--- src/design/rgbw_hue_color_classifier_core_macros.svh ---
// Assertion macros shared by the classifier modules.
// Each macro samples on clk and is disabled while arst_n is low.
`ifndef RGBW_HUE_COLOR_CLASSIFIER_CORE_MACROS_SVH
`define RGBW_HUE_COLOR_CLASSIFIER_CORE_MACROS_SVH

`define RHCC_ASSERT_IMPLY(LBL, ANT, CON) \
	LBL: assert property (@(posedge clk) disable iff (!arst_n) (ANT) |-> (CON)) \
		else $error("rhcc: same-cycle check failed");

`define RHCC_ASSERT_NEXT(LBL, ANT, CON) \
	LBL: assert property (@(posedge clk) disable iff (!arst_n) (ANT) |=> (CON)) \
		else $error("rhcc: next-cycle check failed");

`endif

--- src/design/rhcc_pkg.sv ---
package rhcc_pkg;

	localparam logic [3:0] CLS_BLACK   = 4'd0;
	localparam logic [3:0] CLS_WHITE   = 4'd1;
	localparam logic [3:0] CLS_GREY    = 4'd2;
	localparam logic [3:0] CLS_RED     = 4'd3;
	localparam logic [3:0] CLS_YELLOW  = 4'd4;
	localparam logic [3:0] CLS_GREEN   = 4'd5;
	localparam logic [3:0] CLS_AZURE   = 4'd6;
	localparam logic [3:0] CLS_BLUE    = 4'd7;
	localparam logic [3:0] CLS_MAGENTA = 4'd8;

	localparam logic [1:0] SEL_RED   = 2'd0;
	localparam logic [1:0] SEL_GREEN = 2'd1;
	localparam logic [1:0] SEL_BLUE  = 2'd2;

	localparam int CFG_IDX_W  = 2;
	localparam int CFG_DATA_W = 16;

	localparam logic [CFG_IDX_W-1:0] REG_BLACK_LEVEL = 2'd0;
	localparam logic [CFG_IDX_W-1:0] REG_WHITE_LEVEL = 2'd1;
	localparam logic [CFG_IDX_W-1:0] REG_SAT_LIMIT   = 2'd2;

	localparam logic [15:0] BLACK_LEVEL_RST = 16'd300;
	localparam logic [15:0] WHITE_LEVEL_RST = 16'd10000;
	localparam logic [6:0]  SAT_LIMIT_RST   = 7'd15;

	localparam int SAT_SCALE = 100;

	localparam int HUE_RED_HI     = 45;
	localparam int HUE_YELLOW_HI  = 65;
	localparam int HUE_GREEN_HI   = 150;
	localparam int HUE_AZURE_HI   = 195;
	localparam int HUE_BLUE_HI    = 260;
	localparam int HUE_MAGENTA_HI = 335;
	localparam int HUE_STEP       = 60;
	localparam int HUE_GREEN_BASE = 120;
	localparam int HUE_BLUE_BASE  = 240;
	localparam int HUE_FULL       = 360;

	typedef struct packed {
		logic [15:0] black_level;
		logic [15:0] white_level;
		logic [6:0]  sat_limit_pct;
	} cfg_t;

endpackage

--- src/design/rgbw_hue_color_classifier_core.sv ---
// A result reaches the output ports through the two front stages, the middle queue, the hue stage and the output queue.
// Throughput: one beat per cycle while full is low, set by the two-stage front end and the hue stage.
// A stall on the output fills the output queue, then the middle queue, then raises full.
// Reset is asynchronous and active low; it empties both queues and every stage.
// Reset also returns the three configuration registers to their default values.
module rgbw_hue_color_classifier_core
	import rhcc_pkg::*;
#(
	parameter int SAMPLE_BITS = 16,
	parameter int MID_DEPTH   = 4,
	parameter int OUT_DEPTH   = 4
) (
	input  logic                    clk,
	input  logic                    arst_n,
	input  logic                    push,
	output logic                    full,
	input  logic [SAMPLE_BITS-1:0]  red_count,
	input  logic [SAMPLE_BITS-1:0]  green_count,
	input  logic [SAMPLE_BITS-1:0]  blue_count,
	input  logic [SAMPLE_BITS-1:0]  white_count,
	output logic                    empty,
	input  logic                    pop,
	output logic [3:0]              color_class,
	input  logic                    cfg_wr_en,
	input  logic [CFG_IDX_W-1:0]    cfg_index,
	input  logic [CFG_DATA_W-1:0]   cfg_data
);

	localparam int W     = SAMPLE_BITS;
	localparam int MID_W = 2 * W + 8;
	localparam int MCW   = $clog2(MID_DEPTH+1);
	localparam int OCW   = $clog2(OUT_DEPTH+1);

	cfg_t cfg_q;

	logic              f_valid;
	logic [3:0]        f_class;
	logic              f_need_hue;
	logic [1:0]        f_sel;
	logic [W-1:0]      f_spread;
	logic signed [W:0] f_diff;
	logic [1:0]        f_inflight;

	logic [MID_W-1:0]  mid_wdata;
	logic [MID_W-1:0]  mid_rdata;
	logic [MCW-1:0]    mid_count;
	logic [MCW:0]      mid_load;

	logic              b_take;
	logic              b_valid;
	logic [3:0]        b_class;
	logic [OCW-1:0]    out_count;
	logic              accept;

	always_ff @(posedge clk or negedge arst_n) begin
		if (!arst_n) begin
			cfg_q.black_level   <= BLACK_LEVEL_RST;
			cfg_q.white_level   <= WHITE_LEVEL_RST;
			cfg_q.sat_limit_pct <= SAT_LIMIT_RST;
		end else if (cfg_wr_en) begin
			unique case (cfg_index)
				REG_BLACK_LEVEL: cfg_q.black_level   <= cfg_data;
				REG_WHITE_LEVEL: cfg_q.white_level   <= cfg_data;
				REG_SAT_LIMIT:   cfg_q.sat_limit_pct <= cfg_data[6:0];
				default: ;
			endcase
		end
	end

	// A beat is taken only when the middle queue has a slot for every item in flight.
	assign mid_load = {1'b0, mid_count} + (MCW+1)'(f_inflight);
	assign full     = mid_load >= (MCW+1)'(MID_DEPTH);
	assign accept   = push && !full;

	rhcc_front #(
		.W (W)
	) u_front (
		.clk          (clk),
		.arst_n       (arst_n),
		.in_valid     (accept),
		.red          (red_count),
		.green        (green_count),
		.blue         (blue_count),
		.white        (white_count),
		.cfg          (cfg_q),
		.out_valid    (f_valid),
		.out_class    (f_class),
		.out_need_hue (f_need_hue),
		.out_sel      (f_sel),
		.out_spread   (f_spread),
		.out_diff     (f_diff),
		.inflight     (f_inflight)
	);

	assign mid_wdata = {f_class, f_need_hue, f_sel, f_spread, f_diff};

	rhcc_fifo #(
		.WIDTH (MID_W),
		.DEPTH (MID_DEPTH)
	) u_mid_fifo (
		.clk     (clk),
		.arst_n  (arst_n),
		.wr_en   (f_valid),
		.wr_data (mid_wdata),
		.rd_en   (b_take),
		.rd_data (mid_rdata),
		.count   (mid_count)
	);

	rhcc_back #(
		.W         (W),
		.OUT_DEPTH (OUT_DEPTH)
	) u_back (
		.clk         (clk),
		.arst_n      (arst_n),
		.in_avail    (mid_count != '0),
		.in_class    (mid_rdata[MID_W-1 -: 4]),
		.in_need_hue (mid_rdata[MID_W-5]),
		.in_sel      (mid_rdata[MID_W-6 -: 2]),
		.in_spread   (mid_rdata[2*W : W+1]),
		.in_diff     ($signed(mid_rdata[W:0])),
		.out_count   (out_count),
		.in_take     (b_take),
		.out_valid   (b_valid),
		.out_class   (b_class)
	);

	rhcc_fifo #(
		.WIDTH (4),
		.DEPTH (OUT_DEPTH)
	) u_out_fifo (
		.clk     (clk),
		.arst_n  (arst_n),
		.wr_en   (b_valid),
		.wr_data (b_class),
		.rd_en   (pop && !empty),
		.rd_data (color_class),
		.count   (out_count)
	);

	assign empty = out_count == '0;

endmodule

--- src/design/rhcc_fifo.sv ---
`include "rgbw_hue_color_classifier_core_macros.svh"

module rhcc_fifo #(
	parameter int WIDTH = 8,
	parameter int DEPTH = 4
) (
	input  logic                         clk,
	input  logic                         arst_n,
	input  logic                         wr_en,
	input  logic [WIDTH-1:0]             wr_data,
	input  logic                         rd_en,
	output logic [WIDTH-1:0]             rd_data,
	output logic [$clog2(DEPTH+1)-1:0]   count
);

	localparam int AW = (DEPTH > 1) ? $clog2(DEPTH) : 1;
	localparam int CW = $clog2(DEPTH+1);

	logic [WIDTH-1:0] mem_q [DEPTH];
	logic [AW-1:0]    wr_ptr_q;
	logic [AW-1:0]    rd_ptr_q;
	logic [CW-1:0]    count_q;

	always_ff @(posedge clk) begin
		if (wr_en) begin
			mem_q[wr_ptr_q] <= wr_data;
		end
	end

	always_ff @(posedge clk or negedge arst_n) begin
		if (!arst_n) begin
			wr_ptr_q <= '0;
			rd_ptr_q <= '0;
			count_q  <= '0;
		end else begin
			if (wr_en) begin
				wr_ptr_q <= (wr_ptr_q == AW'(DEPTH-1)) ? '0 : wr_ptr_q + 1'b1;
			end
			if (rd_en) begin
				rd_ptr_q <= (rd_ptr_q == AW'(DEPTH-1)) ? '0 : rd_ptr_q + 1'b1;
			end
			unique case ({wr_en, rd_en})
				2'b10: count_q <= count_q + 1'b1;
				2'b01: count_q <= count_q - 1'b1;
				2'b00, 2'b11: count_q <= count_q;
			endcase
		end
	end

	assign rd_data = mem_q[rd_ptr_q];
	assign count   = count_q;

	`RHCC_ASSERT_IMPLY(a_no_overflow, wr_en, count_q != CW'(DEPTH))
	`RHCC_ASSERT_IMPLY(a_no_underflow, rd_en, count_q != '0)

endmodule

--- src/design/rhcc_front.sv ---
`include "rgbw_hue_color_classifier_core_macros.svh"

module rhcc_front
	import rhcc_pkg::*;
#(
	parameter int W = 16
) (
	input  logic                clk,
	input  logic                arst_n,
	input  logic                in_valid,
	input  logic [W-1:0]        red,
	input  logic [W-1:0]        green,
	input  logic [W-1:0]        blue,
	input  logic [W-1:0]        white,
	input  cfg_t                cfg,
	output logic                out_valid,
	output logic [3:0]          out_class,
	output logic                out_need_hue,
	output logic [1:0]          out_sel,
	output logic [W-1:0]        out_spread,
	output logic signed [W:0]   out_diff,
	output logic [1:0]          inflight
);

	localparam int CW = (W > 16) ? W : 16;
	localparam int PW = W + 7;

	logic [1:0]   sel_c;
	logic [W-1:0] mx_c;
	logic [W-1:0] mn_c;
	logic         black_c;
	logic         white_c;

	logic         v_s1;
	logic [1:0]   sel_s1;
	logic [W-1:0] mx_s1;
	logic [W-1:0] mn_s1;
	logic [W-1:0] r_s1;
	logic [W-1:0] g_s1;
	logic [W-1:0] b_s1;
	logic         black_s1;
	logic         white_s1;

	logic               v_s2;
	logic [1:0]         sel_s2;
	logic [W-1:0]       mx_s2;
	logic [W-1:0]       spread_s2;
	logic signed [W:0]  diff_s2;
	logic               black_s2;
	logic               white_s2;

	logic signed [W:0]  diff_c;
	logic [PW-1:0]      sat_prod;
	logic [PW-1:0]      lim_prod;
	logic               achrom;

	// Ties in the maximum favor red, then green.
	always_comb begin
		if ((red >= green) && (red >= blue)) begin
			sel_c = SEL_RED;
			mx_c  = red;
		end else if (green >= blue) begin
			sel_c = SEL_GREEN;
			mx_c  = green;
		end else begin
			sel_c = SEL_BLUE;
			mx_c  = blue;
		end
		if ((red <= green) && (red <= blue)) begin
			mn_c = red;
		end else if (green <= blue) begin
			mn_c = green;
		end else begin
			mn_c = blue;
		end
		black_c = CW'(white) < CW'(cfg.black_level);
		white_c = CW'(white) > CW'(cfg.white_level);
	end

	always_ff @(posedge clk or negedge arst_n) begin
		if (!arst_n) begin
			v_s1 <= 1'b0;
			v_s2 <= 1'b0;
		end else begin
			v_s1 <= in_valid;
			v_s2 <= v_s1;
		end
	end

	always_ff @(posedge clk) begin
		sel_s1   <= sel_c;
		mx_s1    <= mx_c;
		mn_s1    <= mn_c;
		r_s1     <= red;
		g_s1     <= green;
		b_s1     <= blue;
		black_s1 <= black_c;
		white_s1 <= white_c;
	end

	always_comb begin
		unique case (sel_s1)
			SEL_RED:   diff_c = $signed({1'b0, g_s1}) - $signed({1'b0, b_s1});
			SEL_GREEN: diff_c = $signed({1'b0, b_s1}) - $signed({1'b0, r_s1});
			SEL_BLUE:  diff_c = $signed({1'b0, r_s1}) - $signed({1'b0, g_s1});
			default:   diff_c = '0;
		endcase
	end

	always_ff @(posedge clk) begin
		sel_s2    <= sel_s1;
		mx_s2     <= mx_s1;
		spread_s2 <= mx_s1 - mn_s1;
		diff_s2   <= diff_c;
		black_s2  <= black_s1;
		white_s2  <= white_s1;
	end

	// A zero maximum counts as zero saturation.
	always_comb begin
		sat_prod = PW'(spread_s2) * PW'(SAT_SCALE);
		lim_prod = PW'(mx_s2) * PW'(cfg.sat_limit_pct);
		achrom   = (sat_prod < lim_prod) ||
			((mx_s2 == '0) && (cfg.sat_limit_pct != '0));
		out_need_hue = 1'b0;
		priority if (black_s2) begin
			out_class = CLS_BLACK;
		end else if (achrom) begin
			out_class = white_s2 ? CLS_WHITE : CLS_GREY;
		end else if (spread_s2 == '0) begin
			out_class = CLS_RED;
		end else begin
			out_class    = CLS_RED;
			out_need_hue = 1'b1;
		end
	end

	assign out_valid  = v_s2;
	assign out_sel    = sel_s2;
	assign out_spread = spread_s2;
	assign out_diff   = diff_s2;
	assign inflight   = {1'b0, v_s1} + {1'b0, v_s2};

	`RHCC_ASSERT_IMPLY(a_zero_max_no_hue, v_s2 && (mx_s2 == '0), !out_need_hue)
	`RHCC_ASSERT_NEXT(a_stage_advance, in_valid, v_s1)

endmodule

--- src/design/rhcc_back.sv ---
`include "rgbw_hue_color_classifier_core_macros.svh"

module rhcc_back
	import rhcc_pkg::*;
#(
	parameter int W         = 16,
	parameter int OUT_DEPTH = 4
) (
	input  logic                             clk,
	input  logic                             arst_n,
	input  logic                             in_avail,
	input  logic [3:0]                       in_class,
	input  logic                             in_need_hue,
	input  logic [1:0]                       in_sel,
	input  logic [W-1:0]                     in_spread,
	input  logic signed [W:0]                in_diff,
	input  logic [$clog2(OUT_DEPTH+1)-1:0]   out_count,
	output logic                             in_take,
	output logic                             out_valid,
	output logic [3:0]                       out_class
);

	localparam int OCW = $clog2(OUT_DEPTH+1);
	localparam int HW  = W + 10;
	localparam int HN  = W + 9;

	logic signed [HW-1:0] diff_x;
	logic signed [HW-1:0] spread_x;
	logic signed [HW-1:0] t60;
	logic signed [HW-1:0] base;
	logic signed [HW-1:0] hsum;
	logic [OCW:0]         room_sum;

	logic          v_s1;
	logic [3:0]    class_s1;
	logic          need_s1;
	logic [W-1:0]  spread_s1;
	logic [HN-1:0] hnum_s1;

	logic [HN-1:0] sp_x;
	logic [3:0]    band;

	assign room_sum = {1'b0, out_count} + (OCW+1)'(v_s1);
	assign in_take  = in_avail && (room_sum < (OCW+1)'(OUT_DEPTH));

	// The hue numerator is hue times spread, kept in [0, 360 * spread).
	always_comb begin
		diff_x   = {{(HW-W-1){in_diff[W]}}, in_diff};
		spread_x = $signed(HW'(in_spread));
		t60      = diff_x * HW'(HUE_STEP);
		unique case (in_sel)
			SEL_RED:   base = t60[HW-1] ? spread_x * HW'(HUE_FULL) : '0;
			SEL_GREEN: base = spread_x * HW'(HUE_GREEN_BASE);
			SEL_BLUE:  base = spread_x * HW'(HUE_BLUE_BASE);
			default:   base = '0;
		endcase
		hsum = t60 + base;
	end

	always_ff @(posedge clk or negedge arst_n) begin
		if (!arst_n) begin
			v_s1 <= 1'b0;
		end else begin
			v_s1 <= in_take;
		end
	end

	always_ff @(posedge clk) begin
		class_s1  <= in_class;
		need_s1   <= in_need_hue;
		spread_s1 <= in_spread;
		hnum_s1   <= hsum[HN-1:0];
	end

	always_comb begin
		sp_x = HN'(spread_s1);
		priority if ((hnum_s1 <= sp_x * HN'(HUE_RED_HI)) ||
			(hnum_s1 >= sp_x * HN'(HUE_MAGENTA_HI))) begin
			band = CLS_RED;
		end else if (hnum_s1 <= sp_x * HN'(HUE_YELLOW_HI)) begin
			band = CLS_YELLOW;
		end else if (hnum_s1 <= sp_x * HN'(HUE_GREEN_HI)) begin
			band = CLS_GREEN;
		end else if (hnum_s1 <= sp_x * HN'(HUE_AZURE_HI)) begin
			band = CLS_AZURE;
		end else if (hnum_s1 <= sp_x * HN'(HUE_BLUE_HI)) begin
			band = CLS_BLUE;
		end else begin
			band = CLS_MAGENTA;
		end
	end

	assign out_valid = v_s1;
	assign out_class = need_s1 ? band : class_s1;

	`RHCC_ASSERT_IMPLY(a_hue_class_range, v_s1 && need_s1,
		(out_class >= CLS_RED) && (out_class <= CLS_MAGENTA))
	`RHCC_ASSERT_IMPLY(a_out_credit, in_take, out_count != OCW'(OUT_DEPTH))

endmodule
--- config.mk ---
export PLATFORM = sky130hd
export DESIGN_NAME = rgbw_hue_color_classifier_core
export DESIGN_NICKNAME = d
export VERILOG_FILES = /design/src/design/rhcc_pkg.sv /design/src/design/rgbw_hue_color_classifier_core.sv /design/src/design/rhcc_fifo.sv /design/src/design/rhcc_front.sv /design/src/design/rhcc_back.sv
export VERILOG_INCLUDE_DIRS = /design/src /design/src/design
export SDC_FILE = /design/constraint.sdc
export NUM_CORES = 2
export LEC_CHECK = 0
export BUFFER_PORTS_ARGS = -buffer_cell sky130_fd_sc_hd__buf_2
export CAP_MARGIN = 20
export CORE_MARGIN = 8
export CORE_UTILIZATION = 50
export CTS_CLUSTER_SIZE = 30
export DETAILED_ROUTE_END_ITERATION = 16
export PLACE_DENSITY = 0.66
export SLEW_MARGIN = 20
export SYNTH_ARGS = -nofsm -noshare
export SYNTH_HDL_FRONTEND = slang
export SYNTH_SLANG_ARGS = --single-unit
export TNS_END_PERCENT = 100
--- constraint.sdc ---
create_clock -name clk -period 9.2 [get_ports clk]
set_clock_uncertainty 0.1 [all_clocks]
set_input_delay 0.92 -clock clk [delete_from_list [all_inputs] [get_ports clk]]
set_output_delay 0.92 -clock clk [all_outputs]
set_load 0.02 [all_outputs]
## Word-level counts from Yosys, hierarchy flattened

Memories as Yosys holds them, arrays and structs flattened.
Index checks and enable logic that the tools add are counted.

- Latch bits: 0
- Input port bits: 87
- Output and inout bits: 6
- Logic and storage cells: 148
- Bits in writable memories: 176
- Register bits after elaboration: 239
- Memories: 2
- Bits in read-only memories: 0

- Eq/ne operators: 16
- $lt $le $gt $ge: 17
- Shifts and indexed selects: 0
- Reductions and logical operators: 25
- Multiply operators: 12
- Mux-type cells: 30
- Div/mod/pow operators: 0
- $add $sub $neg: 16
- Bitwise gates (word level): 0

Memories:

| memory | words | bits a word | read ports | clocked after Yosys merged registers in | wr ports | RTL line | RTL |
|---|---|---|---|---|---|---|---|
| u_mid_fifo.mem_q | 4 | 40 | 1 | 0 | 1 | rhcc_fifo.sv:19 | `logic [WIDTH-1:0] mem_q [DEPTH];` |
| u_out_fifo.mem_q | 4 | 4 | 1 | 0 | 1 | rhcc_fifo.sv:19 |  |

Operators with widths:

| cell | count |
|---|---|
| one-hot mux 25 bit (3 select lines) | 1 |
| multiplier 16 x 7 -> 23 bit (second input constant) | 3 |
| two-way mux 16 bit | 4 |
| one-hot mux 17 bit (3 select lines) | 1 |
| subtractor 16 x 16 -> 17 bit | 3 |
| less-or-equal comparator 25 x 24 -> 1 bit | 2 |
| >= comparator 16 bit | 3 |
| less-or-equal comparator 16 bit | 3 |
| multiplier 16 x 6 -> 22 bit (second input constant) | 2 |
| multiplier 16 x 4 -> 20 bit (second input constant) | 2 |
| zero test 16 bit | 2 |
| two-way mux 4 bit | 8 |
| adder 24 x 25 -> 25 bit | 1 |
| >= comparator 25 bit | 1 |
| less-or-equal comparator 25 x 22 -> 1 bit | 1 |
| less-or-equal comparator 25 x 23 -> 1 bit | 1 |
| less-or-equal comparator 25 bit | 1 |
| multiplier 16 x 9 -> 25 bit (second input constant) | 1 |
| two-way mux 25 bit | 1 |
| multiplier 16 x 8 -> 24 bit (second input constant) | 1 |
| < comparator 23 bit | 1 |
| multiplier 16 x 7 -> 23 bit | 1 |
| == test 2 bit (second input constant) | 11 |
| multiplier 17 x 5 -> 22 bit (second input constant) | 1 |
| other kinds (25) | 60 |

## Logic depth before layout (Yosys ltp)

- Word-level depth: 8
- Depth in mapped cells: 31
- Depth with buffers taken out: 28

## Cells and area by module

From an unflattened synthesis, not the netlist that was laid out.

- Cell total of the unflattened synthesis: 4172
- Area total of the unflattened synthesis: 42106.6 µm²

Modules (own cells, without submodules):

| module | instances | cells each | area each (µm²) | seq. area each (µm²) |
|---|---|---|---|---|
| rhcc_back | 1 | 2143 | 18936.9 | 905.9 |
| rhcc_front | 1 | 1642 | 14432.6 | 2792.7 |
| rhcc_fifo (u_mid_fifo) | 1 | 243 | 6222.2 | 4979.8 |
| rgbw_hue_color_classifier_core | 1 | 90 | 1539.0 | 992.2 |
| rhcc_fifo (u_out_fifo) | 1 | 54 | 975.9 | 655.6 |

## Least setup slack after synthesis

Ideal clock, no wire load.

- Path kind: register to register
- Start point: register u_mid_fifo.rd_ptr_q[0]
- End point: register u_back.hnum_s1[23]
- Data arrival time: 7.497 ns
- Buffers on the path: 4
- Data required time: 8.976 ns
- Library setup time: 0.124 ns
- Path slack: 1.480 ns
- Stages on the path, launching flop included: 32
- Period minus slack after synthesis: 7.720 ns
- Cells stage by stage: dfrtp_1 -> buf_6 -> clkbuf_1 -> buf_1 -> mux4_2 -> ha_1 -> fa_1 -> inv_1 -> fa_1 -> inv_1 -> ha_1 -> o21ai_1 -> o21a_1 -> or3_1 -> and3b_1 -> o21a_1 -> o21ai_2 -> xor2_2 -> buf_6 -> o211a_1 -> ha_1 -> inv_1 -> fa_1 -> nor2b_1 -> o21a_1 -> o21ai_0 -> a211oi_1 -> o31ai_1 -> a31oi_1 -> o41ai_1 -> mux2i_1 -> nand3_1

- Longest elaborated chain between the ends: 5
- Elaborated cells on any way between the ends: 11
- Those cells by class: 1 x add/sub; 4 x mul; 2 x eq/ne; 2 x mux; 1 x reduce/logical; 1 x memory

RTL lines:

| what | RTL line | RTL |
|---|---|---|
| from (decl) | rhcc_fifo.sv:21 | `logic [AW-1:0] rd_ptr_q;` |
| from (signal assigned) | rhcc_fifo.sv:40 | `rd_ptr_q <= (rd_ptr_q == AW'(DEPTH-1)) ? '0 : rd_ptr_q + 1'b1;` |
| memory (4 x 40 bit) (*) | n/a |  |
| multiplier 17 x 5 -> 22 bit / multiplier 16 x 6 -> 22 bit (equally long branches) | rhcc_back.sv:50, rhcc_back.sv:52 |  |
| two-way mux 25 bit | rhcc_back.sv:52 | `SEL_RED: base = t60[HW-1] ? spread_x * HW'(HUE_FULL) : '0;` |
| one-hot mux 25 bit (3 select lines) | rhcc_back.sv:51 | `unique case (in_sel)` |
| adder 24 x 25 -> 25 bit (*) | rhcc_back.sv:57 | `hsum = t60 + base;` |
| named net u_back.hsum[23] | rhcc_back.sv:31 | `logic signed [HW-1:0] hsum;` |
| to (signal assigned) | rhcc_back.sv:72 | `hnum_s1 <= hsum[HN-1:0];` |
| to (decl) | rhcc_back.sv:38 | `logic [HN-1:0] hnum_s1;` |

The timed path passes the listed nets; every way through them passes the cells marked *.
A chain may end at the register's enable or synchronous reset.

## Worst setup path in the final report

Ends and elaborated chain as after synthesis.

==> flow_summary.ini <==
[clock_tree]
clk_pin_slew_ns = 0.07
cts_tree = built
clockBufferDepth = 3
post-cts-setup-buffer-count = 0
clock_latency_ns = 0.59
clkSinkCount = 403
cts-hold-fix-buffers = 0
ctsResizeCount = 0
cts_htree_levels = 2
cts_made_buffers = 43
clockRootBuffer = clkbuf_16

[synthesis]
synthTopCellsByCount = ha_1 (757), inv_1 (731), fa_1 (293)
synth-async-reset-ratio_pct = 13.9
synth.most_common_cell = ha_1
synthMuxAreaShare_pct = 4.85
ys_seq_area_share_pct = 24.1
synth_enable_flop_cells = 168
synth-seq-cells = 403
synth_top_area_share_pct = 22.7
synth-compound-area-share_pct = 12.7
ys_types = 84
synthesis.nets = 5349
syn_avg_cell_area_um2 = 9.90
synthTopCellsByArea = ha_1 (23%), fa_1 (14%), edfxtp_1 (12%), dfxtp_1 (8.6%), inv_1 (6.6%)
synthSimpleGateAreaFrac_pct = 9.54
synth.largest_area_cell = ha_1
synth_xor_area_share_pct = 4.97
synth_fa_ha_area_share_pct = 36.8
synth_top_family_by_area = adder cells
synth_warnings = 0
synthCells = 4212
synth_flop_cell = dfxtp_1
netlist_area_um2 = 41700

[global_route]
antenna_found_initial = 1
grt-ovfl-total = 0
grt_pass1_wl_mm = 163
grt_start_max_net_pins = 57
grt_pass1_vias = 30800
track_usage_pct = 21.5

[run_status]
status = complete, no violations

[timing]
rsz0062_at_grt = false
fin_crit_sh_pct = 88.7
post-route-min-period_ns = 8.16
max_freq_ghz = 0.123
hold_violations = 0
tightest_slew_ns = 1.05
fin_setup_tns_ns = 0
max_slew_margin_pct = 30.0
slew_viol_final = 0
setup_viol = 0

[floorplan]
core_um2 = 83200
die_x_um = 305
die-area_um2 = 92900
initial_core_util_pct = 50.1
die_h_um = 305
boundaryPins = 93
rows = 106

[finish]
regArea_um2 = 10000
multi_input_area_um2 = 28700
nFillCells = 7442
diodes = 0
areaGrowthSynthToFinish_pct = 7.89
fin_nets = 5460
layout-drive-gt1-share_pct = 7.78

[worst_hold_path]
holdCritPathClass = register to register
hold_path_end = u_front.white_s2$_DFF_P_
min_path_cells = 0
hp-start = u_front.white_s1$_DFF_P_

[worst_setup_path]
timing.rr.start = u_mid_fifo.rd_ptr_q[0]$_DFFE_PN0P_
cp-start-kind = register
reg2reg_to = u_back.hnum_s1[23]$_DFF_P_
crit_path_max_incr_delay_ns = 0.80
cp.required_ns = 9.55
crit_arrival_ns = 8.51
critPathCaptureType = register
reg2reg_depth = 26
crit_fanout = 23
path_class = register to register
cpMaxStageDelayCell = xor2_2
r2r_slack_ns = 1.04

[drt]
drt_iter0_markers = 1631
drt_wl_total_mm = 99.8
ant_nets = 0
vias_per_cell = 5.52
dr.pass1.iters = 5
vias = 30000
remaining_drc_errors = 0
wl_per_cell_um = 18.4

[run]
cap_violations = 0

[placement]
port-buffer-count = 92
gp_congestion = 0.961
place_hpwl_mm = 81.6
## worst max-delay path, delay by kind of cell (launching register included)
kind / cells / cell delay, ns
AO/OA/AOI/OAI: 10 / 2.26
adder cells (fa/ha/maj): 5 / 1.96
AND/OR/NAND/NOR: 6 / 1.10
multiplexers: 2 / 0.92
XOR/XNOR: 1 / 0.80
flip-flops: 1 / 0.78
buffers and inverters: 2 / 0.09
## state kept, by name, summed over array words and instances (netlist names), 3 cells and up
register            flops
u_mid_fifo.mem_q      152
u_front.mx_s2          16
cfg_q                  39
u_front.g_s1           16
u_front.r_s1           16
u_back.spread_s1       16
u_front.out_diff       17
u_mid_fifo.count        3
u_front.mx_s1          16
u_out_fifo.count        3
u_front.b_s1           16
u_front.out_spread     16
u_back.hnum_s1         23
u_out_fifo.mem_q       16
u_front.mn_s1          16
## worst max-delay path by stage
stage,startpoint,end,slack (ns)
after global placement,u_mid_fifo.rd_ptr_q[0]$_DFFE_PN0P_,u_back.hnum_s1[23]$_DFF_P_,1.25
after floorplan,u_mid_fifo.rd_ptr_q[0]$_DFFE_PN0P_,u_back.hnum_s1[23]$_DFF_P_,1.48
after global routing,u_mid_fifo.rd_ptr_q[0]$_DFFE_PN0P_,u_back.hnum_s1[23]$_DFF_P_,0.49
after detailed placement,u_mid_fifo.rd_ptr_q[0]$_DFFE_PN0P_,u_back.hnum_s1[23]$_DFF_P_,1.00
final,u_mid_fifo.rd_ptr_q[0]$_DFFE_PN0P_,u_back.hnum_s1[23]$_DFF_P_,1.04
after CTS,u_mid_fifo.rd_ptr_q[0]$_DFFE_PN0P_,u_back.hnum_s1[23]$_DFF_P_,0.99
## kinds of logic after synthesis
kind of cell,after synthesis
DFF,403
xor gates and xnor gates,236
buffers and inverters,779
AOI/OAI and AO/OA,808
muxes,143
adders and majority gates,1050
and+or+nand+nor,793
## final cells by class
cell class	count	area share, %
clock inverter	26	0.756
sequential	403	22.3
multi-input combinational	3030	63.8
inverter	732	6.11
timing repair buffer	113	1.37
tap	1080	3.00
clock buffer	53	2.60
## cells in the final DEF, fill, tap and decap left out, types with 13 or more instances in the layout
master	count
o22ai_1	15
nor3_1	68
fa_1	293
clkbuf_16	44
and2_1	83
buf_2	92
inv_1	731
nand4_1	50
xor2_1	97
o21bai_1	21
o31ai_1	15
a2111oi_0	17
ha_1	757
dfstp_2	13
a21oi_1	210
xnor2_1	138
edfxtp_1	168
mux2_2	61
a21o_1	121
nand2_1	175
or3_1	30
o21ai_0	155
nor2b_1	35
dfxtp_1	179
nor2_1	179
and3_1	23
buf_4	21
dfrtp_1	41
a211oi_1	34
nand2b_1	34
nand3_1	58
o21a_1	61
mux2i_1	41
a31oi_1	29
mux4_2	41
## stage by stage
stage	setup WS (ns)	area (µm²)	hold slack, ns	util [%]	instances
2_1_floorplan	1.48	41700	0.210	-	4212
3_3_place_gp	1.25	43500	0.217	52.3	5358
3_5_place_dp	1.00	43500	0.215	52.3	5358
4_1_cts	0.985	45000	0.231	54.1	5437
5_1_grt	0.487	45000	0.235	54.1	5437
6_report	1.04	45000	0.229	54.1	5437
## metal layers
layer	vias up	GRT usage (%)	share of wire, %
met5	-	0	0.0080
met4	2	6.25	3.0
met3	170	2.25	3.9
met2	555	37.6	49
met1	14500	28.0	45
li1	14800	-	-
Power is left out: the tool's default activity adds up to more than one toggle a clock period on the data nets, which glitch-free logic cannot reach.
